### config.mk
export PLATFORM = sky130hd
export DESIGN_NAME = open_address_hash_table_unit
export DESIGN_NICKNAME = d
export VERILOG_FILES = /design/src/rtl/oaht_pkg.sv /design/src/rtl/open_address_hash_table_unit.sv /design/src/rtl/oaht_ctrl.sv /design/src/rtl/oaht_dp.sv
export SDC_FILE = /design/constraint.sdc
export NUM_CORES = 1
export LEC_CHECK = 0
export ABC_AREA = 1
export BUFFER_PORTS_ARGS = -buffer_cell sky130_fd_sc_hd__buf_2
export CELL_PAD_IN_SITES_DETAIL_PLACEMENT = 0
export CELL_PAD_IN_SITES_GLOBAL_PLACEMENT = 1
export CORE_MARGIN = 3
export CORE_UTILIZATION = 52
export DETAILED_ROUTE_END_ITERATION = 12
export HOLD_SLACK_MARGIN = 0.12
export PLACE_DENSITY = 0.88
export SLEW_MARGIN = 5
export SYNTH_ARGS = -nofsm -noshare
export SYNTH_HDL_FRONTEND = slang
export SYNTH_HIERARCHICAL = 1
export SYNTH_SLANG_ARGS = --single-unit
### constraint.sdc
create_clock -name clk -period 6.41 [get_ports clk]
set_input_delay 1.282 -clock clk [delete_from_list [all_inputs] [get_ports clk]]
set_output_delay 1.282 -clock clk [all_outputs]
set_load 0.02 [all_outputs]
### src/rtl/oaht_pkg.sv
// Shared constants and types for the open-address hash table unit.
`default_nettype none

package oaht_pkg;

	localparam int SLOTS      = 16;
	localparam int IDX_W      = $clog2(SLOTS);
	localparam int KEY_W      = 32;
	localparam int VAL_W      = 32;
	localparam int CNT_W      = 5;
	localparam int PROBE_STEP = 2;

	typedef enum logic [1:0] {
		CMD_GET     = 2'd0,
		CMD_SET     = 2'd1,
		CMD_DISCARD = 2'd2,
		CMD_CLEAR   = 2'd3
	} oaht_cmd_t;

	typedef enum logic [1:0] {
		ST_OK        = 2'd0,
		ST_NOT_FOUND = 2'd1,
		ST_FULL      = 2'd2
	} oaht_status_t;

	typedef enum logic [1:0] {
		MARK_EMPTY   = 2'd0,
		MARK_REMOVED = 2'd1,
		MARK_ACTIVE  = 2'd2
	} oaht_mark_t;

	typedef enum logic [1:0] {
		S_IDLE,
		S_PROBE,
		S_FINISH
	} oaht_state_t;

	// Controller to datapath commands.
	typedef struct packed {
		logic load;
		logic probe;
		logic finish;
	} oaht_ctl_t;

	// Datapath to controller status.
	typedef struct packed {
		logic probe_stop;
	} oaht_sts_t;

endpackage

`default_nettype wire

### src/rtl/open_address_hash_table_unit.sv
// Top level of the open-address hash table unit.
//
// Sixteen-slot key/value table with quadratic probing (steps 0, 2, 4, ...).
// Pulse start while busy is low to transfer a command (get, set, discard, clear).
// Busy stays high while the command works; one result follows per command on
// status, read_value and entries_used for exactly one cycle, marked by done,
// and the receiver must take it then. Done is registered from the finish state,
// which follows the probe state; the probe loop reads one slot per cycle and
// probes 1 to 16 slots per command. A clear probes once.
// A new command may be transferred in the cycle done is high.
`default_nettype none

module open_address_hash_table_unit import oaht_pkg::*; (
	input  wire logic             clk,
	input  wire logic             arst_n,
	input  wire logic             start,
	output logic                  busy,
	input  wire logic [1:0]       command,
	input  wire logic [KEY_W-1:0] key,
	input  wire logic [VAL_W-1:0] write_value,
	output logic                  done,
	output logic [1:0]            status,
	output logic [VAL_W-1:0]      read_value,
	output logic [CNT_W-1:0]      entries_used
);

	oaht_ctl_t ctl;
	oaht_sts_t sts;

	oaht_ctrl u_ctrl (
		.clk    (clk),
		.arst_n (arst_n),
		.start  (start),
		.sts    (sts),
		.ctl    (ctl),
		.busy   (busy),
		.done   (done)
	);

	oaht_dp u_dp (
		.clk          (clk),
		.arst_n       (arst_n),
		.ctl          (ctl),
		.command      (command),
		.key          (key),
		.write_value  (write_value),
		.sts          (sts),
		.status       (status),
		.read_value   (read_value),
		.entries_used (entries_used)
	);

	// A result is shown only once the unit is free again.
	a_done_idle: assert property (@(posedge clk) disable iff (!arst_n)
		done |-> !busy)
		else $error("done while busy");

	// Count never exceeds the slot count.
	a_count_range: assert property (@(posedge clk) disable iff (!arst_n)
		entries_used <= CNT_W'(SLOTS))
		else $error("entries_used out of range");

	// Read value is zero for every result whose status is not OK.
	a_rd_zero: assert property (@(posedge clk) disable iff (!arst_n)
		(done && status != ST_OK) |-> (read_value == '0))
		else $error("read_value nonzero on failure");

	// An accepted command makes the unit busy next cycle.
	a_accept_busy: assert property (@(posedge clk) disable iff (!arst_n)
		(start && !busy) |=> busy)
		else $error("busy missing after transfer");

endmodule

`default_nettype wire

### src/rtl/oaht_ctrl.sv
// Sequencing state machine for the open-address hash table unit.
`default_nettype none

module oaht_ctrl import oaht_pkg::*; (
	input  wire logic      clk,
	input  wire logic      arst_n,
	input  wire logic      start,
	input  wire oaht_sts_t sts,
	output oaht_ctl_t      ctl,
	output logic           busy,
	output logic           done
);

	oaht_state_t state_q, state_d;
	logic        done_q;

	// Advance the state.
	always_ff @(posedge clk or negedge arst_n) begin
		if (!arst_n) begin
			state_q <= S_IDLE;
			done_q  <= 1'b0;
		end else begin
			state_q <= state_d;
			done_q  <= (state_q == S_FINISH);
		end
	end

	// Next state.
	always_comb begin
		state_d = state_q;
		unique case (state_q)
			S_IDLE:   if (start) state_d = S_PROBE;
			S_PROBE:  if (sts.probe_stop) state_d = S_FINISH;
			S_FINISH: state_d = S_IDLE;
			default:  state_d = S_IDLE;
		endcase
	end

	// Commands to the datapath.
	always_comb begin
		ctl = '0;
		unique case (state_q)
			S_IDLE:   ctl.load   = start;
			S_PROBE:  ctl.probe  = 1'b1;
			S_FINISH: ctl.finish = 1'b1;
			default:  ctl = '0;
		endcase
	end

	assign busy = (state_q != S_IDLE);
	assign done = done_q;

endmodule

`default_nettype wire

### src/rtl/oaht_dp.sv
// Slot stores, probe sequencing registers and result registers.
`default_nettype none

module oaht_dp import oaht_pkg::*; (
	input  wire logic             clk,
	input  wire logic             arst_n,
	input  wire oaht_ctl_t        ctl,
	input  wire logic [1:0]       command,
	input  wire logic [KEY_W-1:0] key,
	input  wire logic [VAL_W-1:0] write_value,
	output oaht_sts_t             sts,
	output logic [1:0]            status,
	output logic [VAL_W-1:0]      read_value,
	output logic [CNT_W-1:0]      entries_used
);

	// Slot stores; marks reset to empty, key and value are valid only when active.
	logic [KEY_W-1:0] slot_key_q   [SLOTS];
	logic [VAL_W-1:0] slot_value_q [SLOTS];
	oaht_mark_t       slot_mark_q  [SLOTS];
	logic [CNT_W-1:0] count_q;

	// Command under work.
	oaht_cmd_t        cmd_q;
	logic [KEY_W-1:0] key_q;
	logic [VAL_W-1:0] val_q;

	// Probe state.
	logic [IDX_W-1:0] idx_q;
	logic [IDX_W-1:0] step_q;
	logic [IDX_W-1:0] n_q;
	logic             hit_q;
	logic [IDX_W-1:0] hit_idx_q;
	logic             free_vld_q;
	logic [IDX_W-1:0] free_idx_q;

	// Result registers.
	oaht_status_t     status_q;
	logic [VAL_W-1:0] rd_q;

	oaht_mark_t       mark_cur;
	logic             key_match;
	logic             last_probe;

	// Examine the slot at the current probe index.
	always_comb begin
		mark_cur   = slot_mark_q[idx_q];
		key_match  = (mark_cur == MARK_ACTIVE) && (slot_key_q[idx_q] == key_q);
		last_probe = (n_q == IDX_W'(SLOTS - 1));
		sts.probe_stop = (cmd_q == CMD_CLEAR) || key_match || (mark_cur == MARK_EMPTY)
			|| last_probe;
	end

	// Latch the command and walk the probe sequence.
	always_ff @(posedge clk) begin
		if (ctl.load) begin
			cmd_q      <= oaht_cmd_t'(command);
			key_q      <= key;
			val_q      <= write_value;
			idx_q      <= key[IDX_W-1:0];
			step_q     <= '0;
			n_q        <= '0;
			hit_q      <= 1'b0;
			free_vld_q <= 1'b0;
		end else if (ctl.probe) begin
			if (key_match) begin
				hit_q     <= 1'b1;
				hit_idx_q <= idx_q;
			end
			if ((mark_cur != MARK_ACTIVE) && !free_vld_q) begin
				free_vld_q <= 1'b1;
				free_idx_q <= idx_q;
			end
			idx_q  <= idx_q + step_q;
			step_q <= step_q + IDX_W'(PROBE_STEP);
			n_q    <= n_q + IDX_W'(1);
		end
	end

	// Apply the command to key and value stores and form the result payload.
	always_ff @(posedge clk) begin
		if (ctl.finish) begin
			case (cmd_q)
				CMD_GET: begin
					if (hit_q) begin
						status_q <= ST_OK;
						rd_q     <= slot_value_q[hit_idx_q];
					end else begin
						status_q <= ST_NOT_FOUND;
						rd_q     <= '0;
					end
				end
				CMD_SET: begin
					rd_q <= '0;
					if (hit_q) begin
						status_q                <= ST_OK;
						slot_value_q[hit_idx_q] <= val_q;
					end else if (free_vld_q) begin
						status_q                 <= ST_OK;
						slot_key_q[free_idx_q]   <= key_q;
						slot_value_q[free_idx_q] <= val_q;
					end else begin
						status_q <= ST_FULL;
					end
				end
				CMD_DISCARD: begin
					rd_q     <= '0;
					status_q <= hit_q ? ST_OK : ST_NOT_FOUND;
				end
				default: begin
					rd_q     <= '0;
					status_q <= ST_OK;
				end
			endcase
		end
	end

	// Update slot marks and the active count.
	always_ff @(posedge clk or negedge arst_n) begin
		if (!arst_n) begin
			for (int i = 0; i < SLOTS; i++) slot_mark_q[i] <= MARK_EMPTY;
			count_q <= '0;
		end else if (ctl.finish) begin
			case (cmd_q)
				CMD_SET: begin
					if (!hit_q && free_vld_q) begin
						slot_mark_q[free_idx_q] <= MARK_ACTIVE;
						count_q <= count_q + CNT_W'(1);
					end
				end
				CMD_DISCARD: begin
					if (hit_q) begin
						slot_mark_q[hit_idx_q] <= MARK_REMOVED;
						if (count_q != '0) count_q <= count_q - CNT_W'(1);
					end
				end
				CMD_CLEAR: begin
					for (int i = 0; i < SLOTS; i++) slot_mark_q[i] <= MARK_EMPTY;
					count_q <= '0;
				end
				default: ;
			endcase
		end
	end

	assign status       = status_q;
	assign read_value   = rd_q;
	assign entries_used = count_q;

endmodule

`default_nettype wire

==> results of run 1 <==
stage by stage:
step | cells | power, W | cell area [µm²] | hold WS, ps
after floorplan | 3670 | 0.0125 | 47100 | 426
after global placement | 4813 | 0.0135 | 48900 | 438
after detailed placement | 4813 | 0.0136 | 48900 | 445
after CTS | 5022 | 0.0202 | 52700 | 455
after global routing | 5022 | 0.0211 | 52700 | 496
final | 5023 | 0.0201 | 52700 | 458
power by group through the flow:
| stage | Clock, W | Combinational [W] | Sequential [W] |
|---|---|---|---|
| 2_1_floorplan | 0 | 0.00293 | 0.00952 |
| 3_3_place_gp | 0 | 0.00375 | 0.00973 |
| 3_5_place_dp | 0 | 0.00380 | 0.00975 |
| 4_1_cts | 0.00683 | 0.00383 | 0.00959 |
| 5_1_grt | 0.00713 | 0.00430 | 0.00965 |
| 6_report | 0.00672 | 0.00383 | 0.00959 |
flip-flops by register name (all words and copies together) (netlist names), named ones only:
register and cells:
u_dp/idx_q 4, u_dp/key_q 32, u_dp/free_vld_q 1, u_dp/val_q 32, u_ctrl/state_q 2, u_dp/n_q 4
u_dp/cmd_q 2, u_dp/hit_q 1, u_dp/read_value 32, u_dp/entries_used 5, u_dp/hit_idx_q 4, u_dp/slot_value_q 512
u_dp/step_q 3, u_dp/free_idx_q 4, u_dp/status 2, u_dp/slot_key_q 512, u_dp/slot_mark_q 32, u_ctrl/done 1
critical path, stage by stage, from the launching register on:
cell     delay [ps]
dfxtp_4         380
buf_12          650
buf_4           680
nor2_1          110
nor2_1          100
o21ai_1          70
nand3_1         100
nand3_1         100
nand2_1         100
nand2_1          50
nand2_1         110
nand2_1          80
nor2_1          140
nand2_1         120
nor2_2          220
nand4_1         200
inv_1           200
worst max path at each step:
stage,end,cells after the start,slack [ps],startpoint
3_3_place_gp,u_dp/slot_value_q[0][26],9,2560,u_ctrl/state_q[0]
3_5_place_dp,u_dp/slot_value_q[12][6],9,2510,u_ctrl/state_q[0]
5_1_grt,u_dp/hit_idx_q[2],16,2140,flop
2_1_floorplan,u_dp/slot_key_q[14][0],6,850,u_ctrl/state_q[0]
4_1_cts,u_dp/slot_value_q[10][5],9,2470,u_ctrl/state_q[0]
6_report,u_dp/hit_idx_q[1],16,2450,flop
metal layers:
layer | track usage | wire, µm | vias to the layer above | share of wire
met5 | 0 | 0 | - | 0
met4 | 0.0806 | 3410 | 0 | 0.030
met3 | 0.0316 | 9480 | 254 | 0.082
met2 | 0.399 | 56400 | 1422 | 0.49
met1 | 0.340 | 45900 | 14507 | 0.40
li1 | - | - | 13322 | -
final cells by class:
| cell class | count | area, µm² | share of cell area |
|---|---|---|---|
| sequential | 1189 | 35400 | 0.671 |
| multi-input combinational | 2062 | 10200 | 0.193 |
| clock buffer | 141 | 3010 | 0.0570 |
| tap | 1165 | 1460 | 0.0276 |
| timing repair buffer | 169 | 1060 | 0.0201 |
| inverter | 228 | 873 | 0.0166 |
| clock inverter | 68 | 764 | 0.0145 |
| antenna | 1 | 2.50 | 0.0000475 |
kinds of logic (layout without fill, tap and decap cells):
kind of cell / Yosys count / in the layout / synth area share
AO/OA/AOI/OAI: 544 / 544 / 0.0771
XOR/XNOR: 7 / 7 / 0.00130
adder cells (fa/ha/maj): 8 / 8 / 0.00244
buffers and inverters: 419 / 606 / 0.0396
flip-flops: 1189 / 1189 / 0.750
other: 0 / 1 / 0
AND/OR/NAND/NOR: 1503 / 1503 / 0.129
cell usage in the layout, fill, tap and decap left out, drive strengths merged, types with 52 or more instances in the layout:
| cell | n |
|---|---|
| edfxtp | 1136 |
| nand3 | 285 |
| a22oi | 262 |
| inv | 226 |
| nor2 | 256 |
| o211ai | 52 |
| buf | 169 |
| o21ai | 146 |
| clkbuf | 141 |
| nand2 | 931 |
==> flow_summary_export.csv, run 1 <==
group,metric,value,unit
floorplanning,dieArea,94300,µm²
power,pwr-share-clk,0.334,
timing,rsz0062_at_grt,"no",
timing,fin_crit,3960,ps
clock_network,clk_latency,700,ps
power,comb_power_share,0.190,
worst_setup_path,worstPathRequired,6800,ps
min_path,min_from,"u_dp/n_q[3]",
synth,mappedNetlistArea,47100,µm²
worst_setup_path,reg2reg_depth,16,
clock_network,clkTransAtPathRegs,60,ps
floorplanning,die_y,307,µm
worst_setup_path,crit_path_end_kind,"flop",
synth,netlist-cell-type-count,38,
power,power.leakage,18.9,nW
power,intPower,0.0141,W
grt,grt_pass1_vias,28852,
min_path,holdCritPathClass,"flop to flop",
detailed_routing,wl_per_cell,22.9,µm
clock_network,root_buffer,"clkbuf_16",
timing,worst_pin_slew,1250,ps
synth,yosysTopAreaCell,"edfxtp_1",
timing,skew,40.4,ps
placement,hpwlAfterDp,57.9,mm
detailed_routing,drc,0,
clock_network,cts_tree,"built",
detailed_routing,wl,115,mm
clock_network,numClockSinks,1189,
grt,antenna_found_initial,1,
synth,synth_most_common_cell,"edfxtp_1",
timing,fin_ws,2450,ps
synth,synth-edff-count,1136,
worst_setup_path,cp_data_arrival_time,4340,ps
detailed_routing,drtPass1Iterations,6,
detailed_routing,drt_iter0_markers,3760,
timing,hold_viol_final,0,
synth,netlist_instances,3670,
power,vdd_drop_max,0.381,mV
worst_setup_path,worstReg2RegEnd,"u_dp/hit_idx_q[1]",
min_path,min_to,"u_dp/n_q[3]",
placement,port_buffers,109,
clock_network,cts_made_buffers,114,
layout,finalCoreUtilization,0.591,
synth,yosysSeqAreaShare,0.750,
power,switching_share,0.301,
timing,drv_slew,0,
worst_setup_path,worstSetupPathType,"flop to flop",
floorplanning,start_util,0.529,
synth,syn_nets,3747,
worst_setup_path,startpoint_type,"flop",
synth,synth_top_area_share,0.724,
synth,synthTopCellsByArea,"edfxtp_1 (72%), nand2_1 (7.4%), a22oi_1 (4.2%), nand3_1 (3.0%), dfrtp_1 (2.1%)",
synth,synth_async_sr_flop_share,0.0336,
layout,layout-drive-gt1-share,0.101,
grt,grt_max_degree,225,
synth,synth.ff_latch_count,1189,
synth,yosysWarnings,6,
placement,pre_cts_ws,2510,ps
clock_network,postCtsHoldBufs,0,
power,powerDensity,382,nW/µm²
detailed_routing,viasPerCell,5.87,
run,maxCapViolCount,0,
run_status,status,"finished, final reports clean",
synth,ys.flop_type,"edfxtp_1",
floorplanning,ios,110,
grt,grt_pass1_wl,174,mm
floorplanning,row_count,109,
placement,place.gp.congestion,0.822,
timing,fin_crit_sh,0.617,
detailed_routing,vias,29505,
clock_network,cts_buffer_depth,3,
clock_network,post_cts_resize_count,0,
floorplanning,core,89200,µm²
timing,setup_viol,0,
worst_setup_path,worst-r2r-setup-slack,2450,ps
synth,synth_commonest_cells,"edfxtp_1 (1,136), nand2_1 (931), nand3_1 (285)",
timing,tns,0,ps
grt,grt_overflow,0,
power,p_seq_frac,0.476,
worst_setup_path,cp_max_fo,224,
min_path,hold_depth,1,
timing,slew_headroom,0.167,
layout,area_delta_synth_final,11.8,%
layout,finish.net_count,3841,
power,p_sw,0.00606,W
clock_network,post_cts_buffers,0,
layout,fillers,6833,
timing,max_freq,253,MHz
floorplanning,die_w,307,µm
detailed_routing,detail-route-antenna-nets,0,
clock_network,htreeDepth,3,
synth,synth.avg_cell_area,12.8,µm²
grt,grt_usage,0.243,
Note: power is estimated with default switching activity, not from simulation.
==> inputs of run 2 (changes only) <==
Settings changed: CORE_UTILIZATION 52 to 47, PLACE_DENSITY 0.88 to 0.84.
Clock period 6.41 ns to 3.6 ns, I/O delays scaled along.
==> run 2 against run 1 <==
  * Core utilization fell by 4.9 points
  * Die area rose by 10%
  * Clock power up 80%
  * Wire length increased by 0.61%
  * Combinational power rose by 89%
  * Critical endpoint unchanged
==> flow_summary_export.csv, run 2 (synthesis results as in run 1) <==
group,metric,value,unit
run_status,status,"finished, final reports clean",
worst_setup_path,worstPathRequired,4010,ps
layout,finish.net_count,3890,
floorplanning,die_y,323,µm
layout,reg.largest.list,"u_dp/slot_key_q (512), u_dp/slot_value_q (512)",
clock_network,numClockSinks,1189,
grt,antenna_found_initial,1,
worst_setup_path,worstSetupPathType,"flop to flop",
worst_setup_path,cp_data_arrival_time,3370,ps
floorplanning,die_w,323,µm
layout,n_antenna_cell,0,
worst_setup_path,crit_path_end_kind,"flop",
layout,finalCoreUtilization,0.542,
floorplanning,dieArea,104000,µm²
timing,hold_viol_final,0,
timing,slew_headroom,0.356,
power,power.leakage,19.3,nW
detailed_routing,drc,0,
detailed_routing,drtPass1Iterations,6,
min_path,holdCritPathClass,"input port to async pin",
grt,grt_max_degree,138,
timing,skew,47.5,ps
timing,fin_crit_sh,0.822,
timing,rsz0062_at_grt,"no",
clock_network,cts_buffer_depth,3,
grt,grt_overflow,0,
clock_network,post_cts_buffers,0,
grt,grt_pass1_vias,28120,
placement,hpwlAfterDp,61.5,mm
layout,area_delta_synth_final,13.7,%
detailed_routing,drt_iter0_markers,3317,
floorplanning,ios,110,
timing,worst_pin_slew,964,ps
grt,grt_usage,0.221,
detailed_routing,viasPerCell,5.63,
placement,port_buffers,109,
detailed_routing,wl,116,mm
power,powerDensity,677,nW/µm²
timing,setup_viol,0,
layout,layout-drive-gt1-share,0.115,
floorplanning,core,99000,µm²
detailed_routing,detail-route-antenna-nets,0,
worst_setup_path,startpoint_type,"flop",
detailed_routing,vias,29284,
floorplanning,start_util,0.476,
floorplanning,row_count,115,
clock_network,clkTransAtPathRegs,60,ps
timing,fin_crit,2960,ps
power,p_total,0.0363,W
power,vdd_drop_max,0.502,mV
clock_network,post_cts_resize_count,0,
grt,grt_pass1_wl,174,mm
run,maxCapViolCount,0,
timing,max_freq,338,MHz
timing,drv_slew,0,
worst_setup_path,cp_max_fo,73,
clock_network,clk_latency,710,ps
clock_network,cts_tree,"built",
detailed_routing,wl_per_cell,22.3,µm
layout,final_cell_mix,"edfxtp_1 (1,136), nand2_1 (931), nand3_1 (284), a22oi_1 (262), nor2_1 (224)",
layout,layout.cells.most_common,"edfxtp_1",
clock_network,postCtsHoldBufs,0,
clock_network,root_buffer,"clkbuf_16",
clock_network,cts_made_buffers,115,
placement,place.gp.congestion,0.823,
clock_network,htreeDepth,3,
-- run 2: cell count changes in the layout (fill, tap and decap cells not counted), moves of 2 or more --
cell,change
buf_12,+22
clkinv_1,-2
nor3_4,+8
clkinv_2,+9
nor3_2,-8
clkinvlp_4,+3
buf_4,+26
clkbuf_1,-2
-- run 2: worst max-delay path: stages, from the launching register on --
cell and delay [ps]:
dfxtp_4 360, inv_6 450, buf_12 260, o21ai_0 120
o211ai_1 180, nand3_1 170, nand3_1 160, nand2_1 80
nor2_1 250, nand2_1 80, nor2_1 180, nand4_1 150
inv_1 170
-- run 2: path summary, 6_finish.rpt --
| kind | start | to | slack (ps) | cells past startpoint |
|---|---|---|---|---|
| max | flop | u_dp/hit_idx_q[1] | 640 | 12 |
| min | arst_n | u_dp/slot_mark_q[30] | 170 | 1 |
| max reg2reg | flop | u_dp/hit_idx_q[1] | 640 | 12 |
| min reg2reg | u_dp/n_q[3] | u_dp/n_q[3] | 460 | 1 |
| max in group asynchronous | arst_n | u_dp/slot_mark_q[22] | 2840 | 1 |
| min in group clk | write_value[4] | u_dp/val_q[4] | 170 | 1 |
-- run 2: layout make-up --
class	count	area, µm²
inverter	228	873
sequential	1189	35400
multi-input combinational	2062	10200
clock inverter	80	867
clock buffer	137	2960
timing repair buffer	217	1690
tap	1287	1610
fill	7973	45400
-- run 2: metal layers --
metal  part of all wire  routed length (µm)  vias to the layer above  GRT usage
li1                   -                   -                    13433          -
met1               0.40               46800                    14337      0.301
met2               0.49               57100                     1301      0.370
met3              0.078                8990                      213     0.0327
met4              0.026                3020                        0     0.0673
met5                  0                   0                        -          0
-- run 2: metrics by stage --
| stage | setup TNS [ps] | setup WS, ps | instance area (µm²) | cells | hold slack, ps |
|---|---|---|---|---|---|
| final | 0 | 642 | 53600 | 5200 | 167 |
| after global routing | 0 | 396 | 53600 | 5200 | 155 |
| after CTS | 0 | 655 | 53600 | 5200 | 139 |
| after detailed placement | 0 | 682 | 49800 | 4983 | 440 |
| after global placement | 0 | 766 | 49800 | 4983 | 433 |
| after floorplan | -37900 | -104 | 47200 | 3670 | 424 |
-- run 2: power breakdown --
part           total [W]  internal, W  switching [W]  leakage (nW)
Clock             0.0121      0.00692        0.00521          1.86
Sequential        0.0169       0.0161       0.000818          10.8
Combinational    0.00722      0.00221        0.00501          6.66
